## config.mk

```make
export PLATFORM = sky130hd
export DESIGN_NAME = keyword_rule_scanner
export DESIGN_NICKNAME = d
export VERILOG_FILES = /design/src/hdl/krs_pkg.sv /design/src/hdl/krs_matcher.sv /design/src/hdl/krs_scorer.sv /design/src/hdl/keyword_rule_scanner.sv
export SDC_FILE = /design/constraint.sdc
export NUM_CORES = 1
export LEC_CHECK = 0
export ABC_CLOCK_PERIOD_IN_PS = 8500
export BUFFER_PORTS_ARGS = -buffer_cell sky130_fd_sc_hd__buf_2
export CORE_MARGIN = 8
export CORE_UTILIZATION = 50
export CTS_BUF_LIST = sky130_fd_sc_hd__clkbuf_8
export DETAILED_ROUTE_END_ITERATION = 6
export PLACE_DENSITY = 0.69
export SKIP_CTS_REPAIR_TIMING = 1
export SYNTH_ARGS = -nofsm -noshare
export SYNTH_HDL_FRONTEND = slang
export SYNTH_SLANG_ARGS = --single-unit
```

## constraint.sdc

```tcl
create_clock -name i_clk -period 8.5 [get_ports i_clk]
set_input_delay 0.85 -clock i_clk [delete_from_list [all_inputs] [get_ports i_clk]]
set_output_delay 0.85 -clock i_clk [all_outputs]
set_load 0.02 [all_outputs]
```

## src/hdl/krs_pkg.sv

```systemverilog
// Shared types, keyword constants and register indexes for the keyword rule scanner.
package krs_pkg;

    localparam int NUM_KW     = 6;
    localparam int HIST_DEPTH = 11;
    localparam int WIN_BITS   = (HIST_DEPTH + 1) * 8;
    localparam int NUM_RULES  = 4;

    localparam int KW_ALTER     = 0;
    localparam int KW_GOTO      = 1;
    localparam int KW_DEPENDING = 2;
    localparam int KW_PERFORM   = 3;
    localparam int KW_THRU      = 4;
    localparam int KW_CICS      = 5;

    localparam logic [6:0] SCORE_FULL = 7'd100;

    // keyword text, right-justified: the last character sits in bits [7:0]
    localparam logic [WIN_BITS-1:0] KW_TEXT [NUM_KW] = '{
        WIN_BITS'("ALTER"),
        WIN_BITS'("GO TO"),
        WIN_BITS'("DEPENDING ON"),
        WIN_BITS'("PERFORM"),
        WIN_BITS'("THRU"),
        WIN_BITS'("EXEC CICS")
    };

    // compare masks, eight ones per keyword character
    localparam logic [WIN_BITS-1:0] KW_MASK [NUM_KW] = '{
        {{(WIN_BITS-40){1'b0}}, {40{1'b1}}},
        {{(WIN_BITS-40){1'b0}}, {40{1'b1}}},
        {WIN_BITS{1'b1}},
        {{(WIN_BITS-56){1'b0}}, {56{1'b1}}},
        {{(WIN_BITS-32){1'b0}}, {32{1'b1}}},
        {{(WIN_BITS-72){1'b0}}, {72{1'b1}}}
    };

    typedef enum logic [2:0] {
        CFG_MAX_RECORDED   = 3'd0,
        CFG_WEIGHT_ALTER   = 3'd1,
        CFG_WEIGHT_GOTO    = 3'd2,
        CFG_WEIGHT_PERFORM = 3'd3,
        CFG_WEIGHT_CICS    = 3'd4
    } t_cfg_index;

    typedef struct packed {
        logic [7:0] text_byte;
        logic       final_byte;
    } t_in_word;

    typedef struct packed {
        logic [3:0] violation_mask;
        logic [2:0] violation_total;
        logic       critical_seen;
        logic [6:0] quality_score;
    } t_out_word;

    typedef struct packed {
        logic [2:0] max_recorded;
        logic [6:0] weight_alter;
        logic [6:0] weight_goto_depending;
        logic [6:0] weight_perform_thru;
        logic [6:0] weight_cics;
    } t_cfg;

endpackage

```

## src/hdl/krs_matcher.sv

```systemverilog
// Byte history window, keyword compare and sticky keyword presence flags.
module krs_matcher
    import krs_pkg::*;
(
    input  logic             i_clk,
    input  logic             i_rst_n,
    input  logic             i_step,
    input  t_in_word         i_word,
    output logic [NUM_KW-1:0] o_seen
);

    logic [WIN_BITS-9:0] r_hist, n_hist;
    logic [NUM_KW-1:0]   r_seen;
    logic [WIN_BITS-1:0] window;
    logic [NUM_KW-1:0]   hit;

    assign window = {r_hist, i_word.text_byte};

    always_comb begin
        for (int id = 0; id < NUM_KW; id++) begin
            hit[id] = ((window ^ KW_TEXT[id]) & KW_MASK[id]) == '0;
        end
    end

    assign o_seen = r_seen | hit;

    always_comb begin
        n_hist = window[WIN_BITS-9:0];
    end

    always_ff @(posedge i_clk) begin
        if (!i_rst_n) begin
            r_hist <= '0;
            r_seen <= '0;
        end else if (i_step) begin
            if (i_word.final_byte) begin
                r_hist <= '0;
                r_seen <= '0;
            end else begin
                r_hist <= n_hist;
                r_seen <= o_seen;
            end
        end
    end

endmodule

```

## src/hdl/krs_scorer.sv

```systemverilog
// Rule evaluation in fixed order, recording limit and score deduction.
module krs_scorer
    import krs_pkg::*;
(
    input  logic [NUM_KW-1:0] i_seen,
    input  t_cfg              i_cfg,
    output t_out_word         o_result
);

    logic [NUM_RULES-1:0] rule;
    logic [6:0]           weight [NUM_RULES];
    logic [NUM_RULES-1:0] mask;
    logic [2:0]           total;
    logic [8:0]           deduct;

    always_comb begin
        rule[0] = i_seen[KW_ALTER];
        rule[1] = i_seen[KW_GOTO] & i_seen[KW_DEPENDING];
        rule[2] = i_seen[KW_PERFORM] & i_seen[KW_THRU];
        rule[3] = i_seen[KW_CICS];
        weight[0] = i_cfg.weight_alter;
        weight[1] = i_cfg.weight_goto_depending;
        weight[2] = i_cfg.weight_perform_thru;
        weight[3] = i_cfg.weight_cics;

        mask   = '0;
        total  = '0;
        deduct = '0;
        for (int i = 0; i < NUM_RULES; i++) begin
            if (rule[i] && (total < i_cfg.max_recorded)) begin
                mask[i] = 1'b1;
                total   = total + 3'd1;
                deduct  = deduct + {2'b00, weight[i]};
            end
        end

        o_result.violation_mask  = mask;
        o_result.violation_total = total;
        o_result.critical_seen   = mask[0];
        // saturate at zero
        if (deduct >= {2'b00, SCORE_FULL}) begin
            o_result.quality_score = '0;
        end else begin
            o_result.quality_score = SCORE_FULL - deduct[6:0];
        end
    end

endmodule

```

## src/hdl/keyword_rule_scanner.sv

```systemverilog
// Top level: input register, matcher, scorer, result register and config registers.
// A last byte's result word is registered in the result register when the byte steps out of the input register.
// Throughput: one byte per cycle while no final byte is held; non-final bytes keep flowing while a result waits.
// A final byte holds in the input register only while the result register is full
// and stalled. Synchronous active-low reset clears history, flags, handshake state
// and restores the default config (limit 4, weights 15/10/5/5).
module keyword_rule_scanner
    import krs_pkg::*;
(
    input  logic      i_clk,
    input  logic      i_rst_n,
    input  logic      i_in_valid,
    output logic      o_in_stall,
    input  t_in_word  i_in_word,
    output logic      o_out_valid,
    input  logic      i_out_stall,
    output t_out_word o_out_word,
    input  logic      i_cfg_valid,
    output logic      o_cfg_ready,
    input  logic [2:0] i_cfg_index,
    input  logic [6:0] i_cfg_data
);

    logic              r_in_vld;
    t_in_word          r_in;
    logic              r_out_vld;
    t_out_word         r_out;
    t_cfg              r_cfg;
    logic              out_free;
    logic              step;
    logic [NUM_KW-1:0] seen;
    t_out_word         result;

    assign out_free   = !r_out_vld || !i_out_stall;
    assign step       = r_in_vld && (!r_in.final_byte || out_free);
    assign o_in_stall = r_in_vld && !step;

    krs_matcher u_matcher (
        .i_clk   (i_clk),
        .i_rst_n (i_rst_n),
        .i_step  (step),
        .i_word  (r_in),
        .o_seen  (seen)
    );

    krs_scorer u_scorer (
        .i_seen   (seen),
        .i_cfg    (r_cfg),
        .o_result (result)
    );

    always_ff @(posedge i_clk) begin
        if (!i_rst_n) begin
            r_in_vld <= 1'b0;
        end else if (!o_in_stall) begin
            r_in_vld <= i_in_valid;
        end
    end

    always_ff @(posedge i_clk) begin
        if (!o_in_stall && i_in_valid) begin
            r_in <= i_in_word;
        end
    end

    always_ff @(posedge i_clk) begin
        if (!i_rst_n) begin
            r_out_vld <= 1'b0;
        end else if (out_free) begin
            r_out_vld <= step && r_in.final_byte;
        end
    end

    always_ff @(posedge i_clk) begin
        if (step && r_in.final_byte) begin
            r_out <= result;
        end
    end

    assign o_out_valid = r_out_vld;
    assign o_out_word  = r_out;
    assign o_cfg_ready = 1'b1;

    always_ff @(posedge i_clk) begin
        if (!i_rst_n) begin
            r_cfg.max_recorded          <= 3'd4;
            r_cfg.weight_alter          <= 7'd15;
            r_cfg.weight_goto_depending <= 7'd10;
            r_cfg.weight_perform_thru   <= 7'd5;
            r_cfg.weight_cics           <= 7'd5;
        end else if (i_cfg_valid && o_cfg_ready) begin
            case (t_cfg_index'(i_cfg_index))
                CFG_MAX_RECORDED:   r_cfg.max_recorded          <= i_cfg_data[2:0];
                CFG_WEIGHT_ALTER:   r_cfg.weight_alter          <= i_cfg_data;
                CFG_WEIGHT_GOTO:    r_cfg.weight_goto_depending <= i_cfg_data;
                CFG_WEIGHT_PERFORM: r_cfg.weight_perform_thru   <= i_cfg_data;
                CFG_WEIGHT_CICS:    r_cfg.weight_cics           <= i_cfg_data;
                default: ;
            endcase
        end
    end

endmodule

```

# == Word-level counts from Yosys, hierarchy flattened ==
# Index checks and enable logic that the tools add are counted.
# op_classes
addsub,7
n_lt_le_gt_ge,5
reduce_logical,27
n_bitwise,9
mux,14
eq_ne,4
# op_table
op,n
logical NOT 96 bit,6
two-way mux 88 bit,1
NOT 37 bit,1
two-way mux 9 bit,3
NOT 26 bit,1
NOT 23 bit,1
adder 9 x 7 -> 9 bit,2
NOT 18 bit,1
NOT 14 bit,1
NOT 12 bit,1
AND reduction 2 bit,5
greater-or-equal comparator 9 x 7 -> 1 bit (second input constant),1
two-way mux 3 bit,3
adder 7 x 7 -> 8 bit,1
logical AND 1 bit,8
two-way mux 7 bit,1
subtractor 7 bit (first input constant),1
adder 3 x 1 -> 3 bit (second input constant),2
equality test 3 x 2 -> 1 bit (second input constant),2
less-than comparator 3 bit,2
two-way mux 6 bit,1
bitwise OR 6 bit,1
logical NOT 1 bit,5
two-way mux 1 bit,5
8 further kinds,10
# totals
word_cells,81
input_bits,24
out_inout_bits,18
ff_bits,151

# == Logic depth before layout (Yosys ltp) ==
# logic_depth
ltp_word,15
depth_mapped,27

# == Cells and area by module ==
# Synthesis repeated with hierarchy kept, for this count alone.
# hier_totals
cells_unflattened,1003
area_unflattened_um2,8505.7
# modules_own_cells
mod,seq_area_each_um2,cells_per_inst,area_each_um2,instances
krs_matcher,1881.8,579,4453.0,1
keyword_rule_scanner,1381.3,157,2063.2,1
krs_scorer,0.0,267,1989.4,1

# == Worst setup path after synthesis ==
# Ideal clock, no wire load.
# synth_path
path_type,reg-to-reg
from,reg u_matcher.r_hist[15]
to,"reg r_out, in the netlist o_out_word[6] (data pin)"
stages_incl_launch_ff,27
period_less_slack_ps,6429
slack_ps,2071
required_time_ps,8245
setup_time_ps,255
arrival_ps,6174
path_cell_list,dfxtp_1 -> or4b_4 -> or4_4 -> o41ai_2 -> and3_1 -> ha_1 -> a21o_1 -> and2_1 -> or4_1 -> a41o_1 -> ha_1 -> inv_1 -> o21ai_0 -> a21oi_1 -> xnor2_1 -> a22oi_1 -> nand3_1 -> ha_1 -> a21oi_1 -> o21ai_0 -> a21o_1 -> o211ai_1 -> nor4_1 -> a211oi_1 -> mux2i_1 -> mux2i_2 -> and3b_1
# synth_between
elab_chain_cells,14
word_cells_on_any_way,30
cone_classes,add/sub: 6; order compare: 4; mux: 7; bitwise: 3; reduce/logical: 10
# synth_lines
element,line,rtl
"start, declared",krs_matcher.sv:12,"logic [WIN_BITS-9:0] r_hist, n_hist;"
"start signal, assigned",krs_matcher.sv:40,r_hist <= n_hist;
logical NOT 96 bit,krs_matcher.sv:21,hit[id] = ((window ^ KW_TEXT[id]) & KW_MASK[id]) == '0;
bitwise OR 6 bit (*),krs_matcher.sv:25,assign o_seen = r_seen | hit;
branches (longest 10 deep; another with adder 9 x 7 -> 9 bit),--,
two-way mux 9 bit (*),krs_scorer.sv:30,if (rule[i] && (total < i_cfg.max_recorded)) begin
greater-or-equal comparator 9 x 7 -> 1 bit / subtractor 7 bit (equally long branches),"krs_scorer.sv:41, krs_scorer.sv:44",
"end signal, assigned",keyword_rule_scanner.sv:76,r_out <= result;
"end, declared",keyword_rule_scanner.sv:27,t_out_word r_out;
# Mark *: on every way between the ends.
# A chain may end at the register's enable or synchronous reset.

# == Final worst setup path ==
# Ends and elaborated chain as after synthesis.

==> results.md <==
* Syn_nets at 873
* Die area at 0.0197 sq mm
* Largest net degree at the start of global routing at 93
* Min-Delay Path Class: register to register
* Vias in the first global route at 5,870
* Clk_skew at 11.5 ps
* Worst-Skew Late Latency at 460 ps
* Syn_area_per_cell at 9.47 sq um
* Gpl congestion at 0.849
* Biggest area consumer among synthesized cells: dfxtp_1
* Power per Cell Area at 161 mW/mm^2
* # port buffers at 40
* Maximum clock path buffer count at 2
* Number of max-cap violations at 0
* DRC at 0
* Num Clock Sinks at 150
* Setup TNS Final at 0 ps
* Drt pass-1 iters at 5
* CP Capture Type: register
* Area post-placement at 0.00803 sq mm
* All-layer global routing usage at 0.188
* Worst-path fanout max at 7
* Initial antenna violation count at 0
* Worst r2r path cells at 26
* Worst relative slew slack at 0.272
* Post-synth EDFFs at 23
* Final setup viols at 0
* Leakage at 3.12 nW
* # IOs at 42
* Fill count at 1,321
* CORE AREA at 0.0151 sq mm
* Detailed Route Iter0 Violations at 532
* Fin. Hold Viols at 0
* #FFs+latches synth at 150
* RSZ-0062 raised after global routing: false
* CTS tree: yes
* Most common cell after layout, fill and taps aside: dfxtp_1
* Total CTS buffers at 17
* Crit path DAT at 7590 ps
* Most frequent cells in the layout: dfxtp_1 (127), nor2b_1 (97), a22oi_1 (89), nand2_1 (74), buf_2 (40)
* Worst vdd ir at 0.102 mV
* Distinct cells, synth at 85
* CP Launch Type: register
* Total power at 1.36 mW
* Status: finished clean
* Gr ovfl total at 0
* Final period util at 0.868
* Fmax achieved at 136 MHz
* Tmin final at 7380 ps
* Slew @ Worst Pin at 1080 ps
* Detailed placer's ending HPWL at 13.4 mm
* Hold path cells at 2
* Final instance area at 0.00843 sq mm
* Starting Density at 0.511
* Reg clk slew, reported paths at 90 ps
* Max Transition Viols Final at 0
* ANT nets after route at 0
* Via count at 6,301
* Vias per cell at 6.09
* Area delta synth->final at 8.89%
* Synth top area share at 0.329
* Layout cells sized above 1 at 0.128
* Std-Cell Rows at 45
* Synth area leaders: dfxtp_1 (33%), edfxtp_1 (8.9%), a22oi_1 (8.6%), nor2b_1 (7.8%), ha_1 (4.7%)
* Critical path class: register to register
* Ant. Diodes at 0
* Die extent in y at 140 um
* Synth warnings at 0
* Syn Inst Count at 817
* Nets@finish at 890
* First-pass GRT wire length at 30.1 mm
* Die X at 140 um
* Crit path required time at 8710 ps
* Final WL at 18.6 mm
* Root Driver: clkbuf_8
* Routed length per instance at 17.9 um
* H-tree depth at 4
* Main synth FF type: dfxtp_1
* FFs w/ async S/R, synth at 0
* Synth Cell Area at 0.00774 sq mm
* Post-synthesis sequential area ratio at 0.418
cell usage after synthesis, drive strengths merged (16+ instances only):
master	number
dfxtp	127
nor2b	97
a22oi	89
nand2	75
clkbuf	40
ha	29
nor2	29
inv	25
a21oi	24
edfxtp	23
nand3	20
a21boi	19
o21ai	17
mux2i	16
worst max-delay path, cell delays in order, from the launching register on:
cell and delay [ps]:
dfxtp_1 330, or4b_4 570, or4_4 590, o41ai_2 630, and3_1 290, ha_1 220
fa_1 310, xnor2_1 100, nor4_1 240, xnor2_1 270, ha_1 340, a21oi_1 230
o21ai_0 120, a21oi_1 270, xnor2_1 120, a22oi_1 220, nand3_1 190, ha_1 360
a21oi_1 140, o21ai_0 140, a21o_1 250, o211ai_1 100, nor4_1 70, a211oi_1 220
mux2i_1 130, mux2i_2 450, and3b_1 240
cell families (layout without fill, tap and decap cells):
| family | count (synthesis) | in the layout | share of synthesized area |
|---|---|---|---|
| xor+xnor | 15 | 15 | 0.0170 |
| mux | 19 | 19 | 0.0277 |
| fa+ha+maj | 32 | 32 | 0.0547 |
| flops | 150 | 150 | 0.418 |
| other cells | 1 | 1 | 0.000485 |
| simple gates | 328 | 328 | 0.256 |
| buf+inv | 70 | 100 | 0.0354 |
| compound gates | 202 | 202 | 0.191 |
stage by stage:
step	util	instances	hold WS [ps]	setup WS (ps)
floorplan	-	817	436	2070
global placement	0.530	1003	454	1420
detailed placement	0.530	1003	460	1170
CTS	0.556	1035	480	1180
global route	0.556	1035	504	731
finish	0.556	1035	479	1120
power breakdown:
part           switching, mW  internal [mW]  leakage (nW)  total (mW)
combinational         0.0408         0.0228          1.66      0.0636
clock                  0.271          0.287         0.207       0.558
sequential           0.00795          0.727          1.25       0.735
flip-flops by register name, indices dropped and copies added (netlist names):
| register | count |
|---|---|
| u_matcher.r_hist | 88 |
| o_out_word | 14 |
| r_cfg | 31 |
| o_out_valid | 1 |
| r_in_vld | 1 |
| r_in | 9 |
| u_matcher.r_seen | 6 |
area by class of cell:
| class | instances | area [sq um] | area share |
|---|---|---|---|
| Clock buffer | 17 | 234 | 0.0278 |
| Tap cell | 188 | 235 | 0.0279 |
| Sequential cell | 150 | 3230 | 0.384 |
| Clock inverter | 15 | 164 | 0.0195 |
| Timing Repair Buffer | 43 | 223 | 0.0264 |
| Multi-Input combinational cell | 597 | 4240 | 0.503 |
| Inverter | 25 | 96.3 | 0.0114 |
path summary, 6_finish.rpt:
path	startpoint	to	slack, ps
worst max-delay path	u_matcher.r_hist[15]$_SDFFE_PN0P_	o_out_word[6]$_SDFFCE_PP0P_	1120
worst min register to register	r_cfg[21]$_SDFFE_PN1P_	r_cfg[21]$_SDFFE_PN1P_	480
worst max register to register	u_matcher.r_hist[15]$_SDFFE_PN0P_	o_out_word[6]$_SDFFCE_PP0P_	1120
worst min-delay path	r_cfg[21]$_SDFFE_PN1P_	r_cfg[21]$_SDFFE_PN1P_	480
routing by layer:
layer,track usage,up-vias,part of all wire
met3,0.0418,22,0.055
met2,0.288,181,0.45
met4,0.0554,0,0.013
li1,-,3043,-
met1,0.259,3055,0.48
met5,0,-,0
Note: power is estimated with default switching activity, not from simulation.
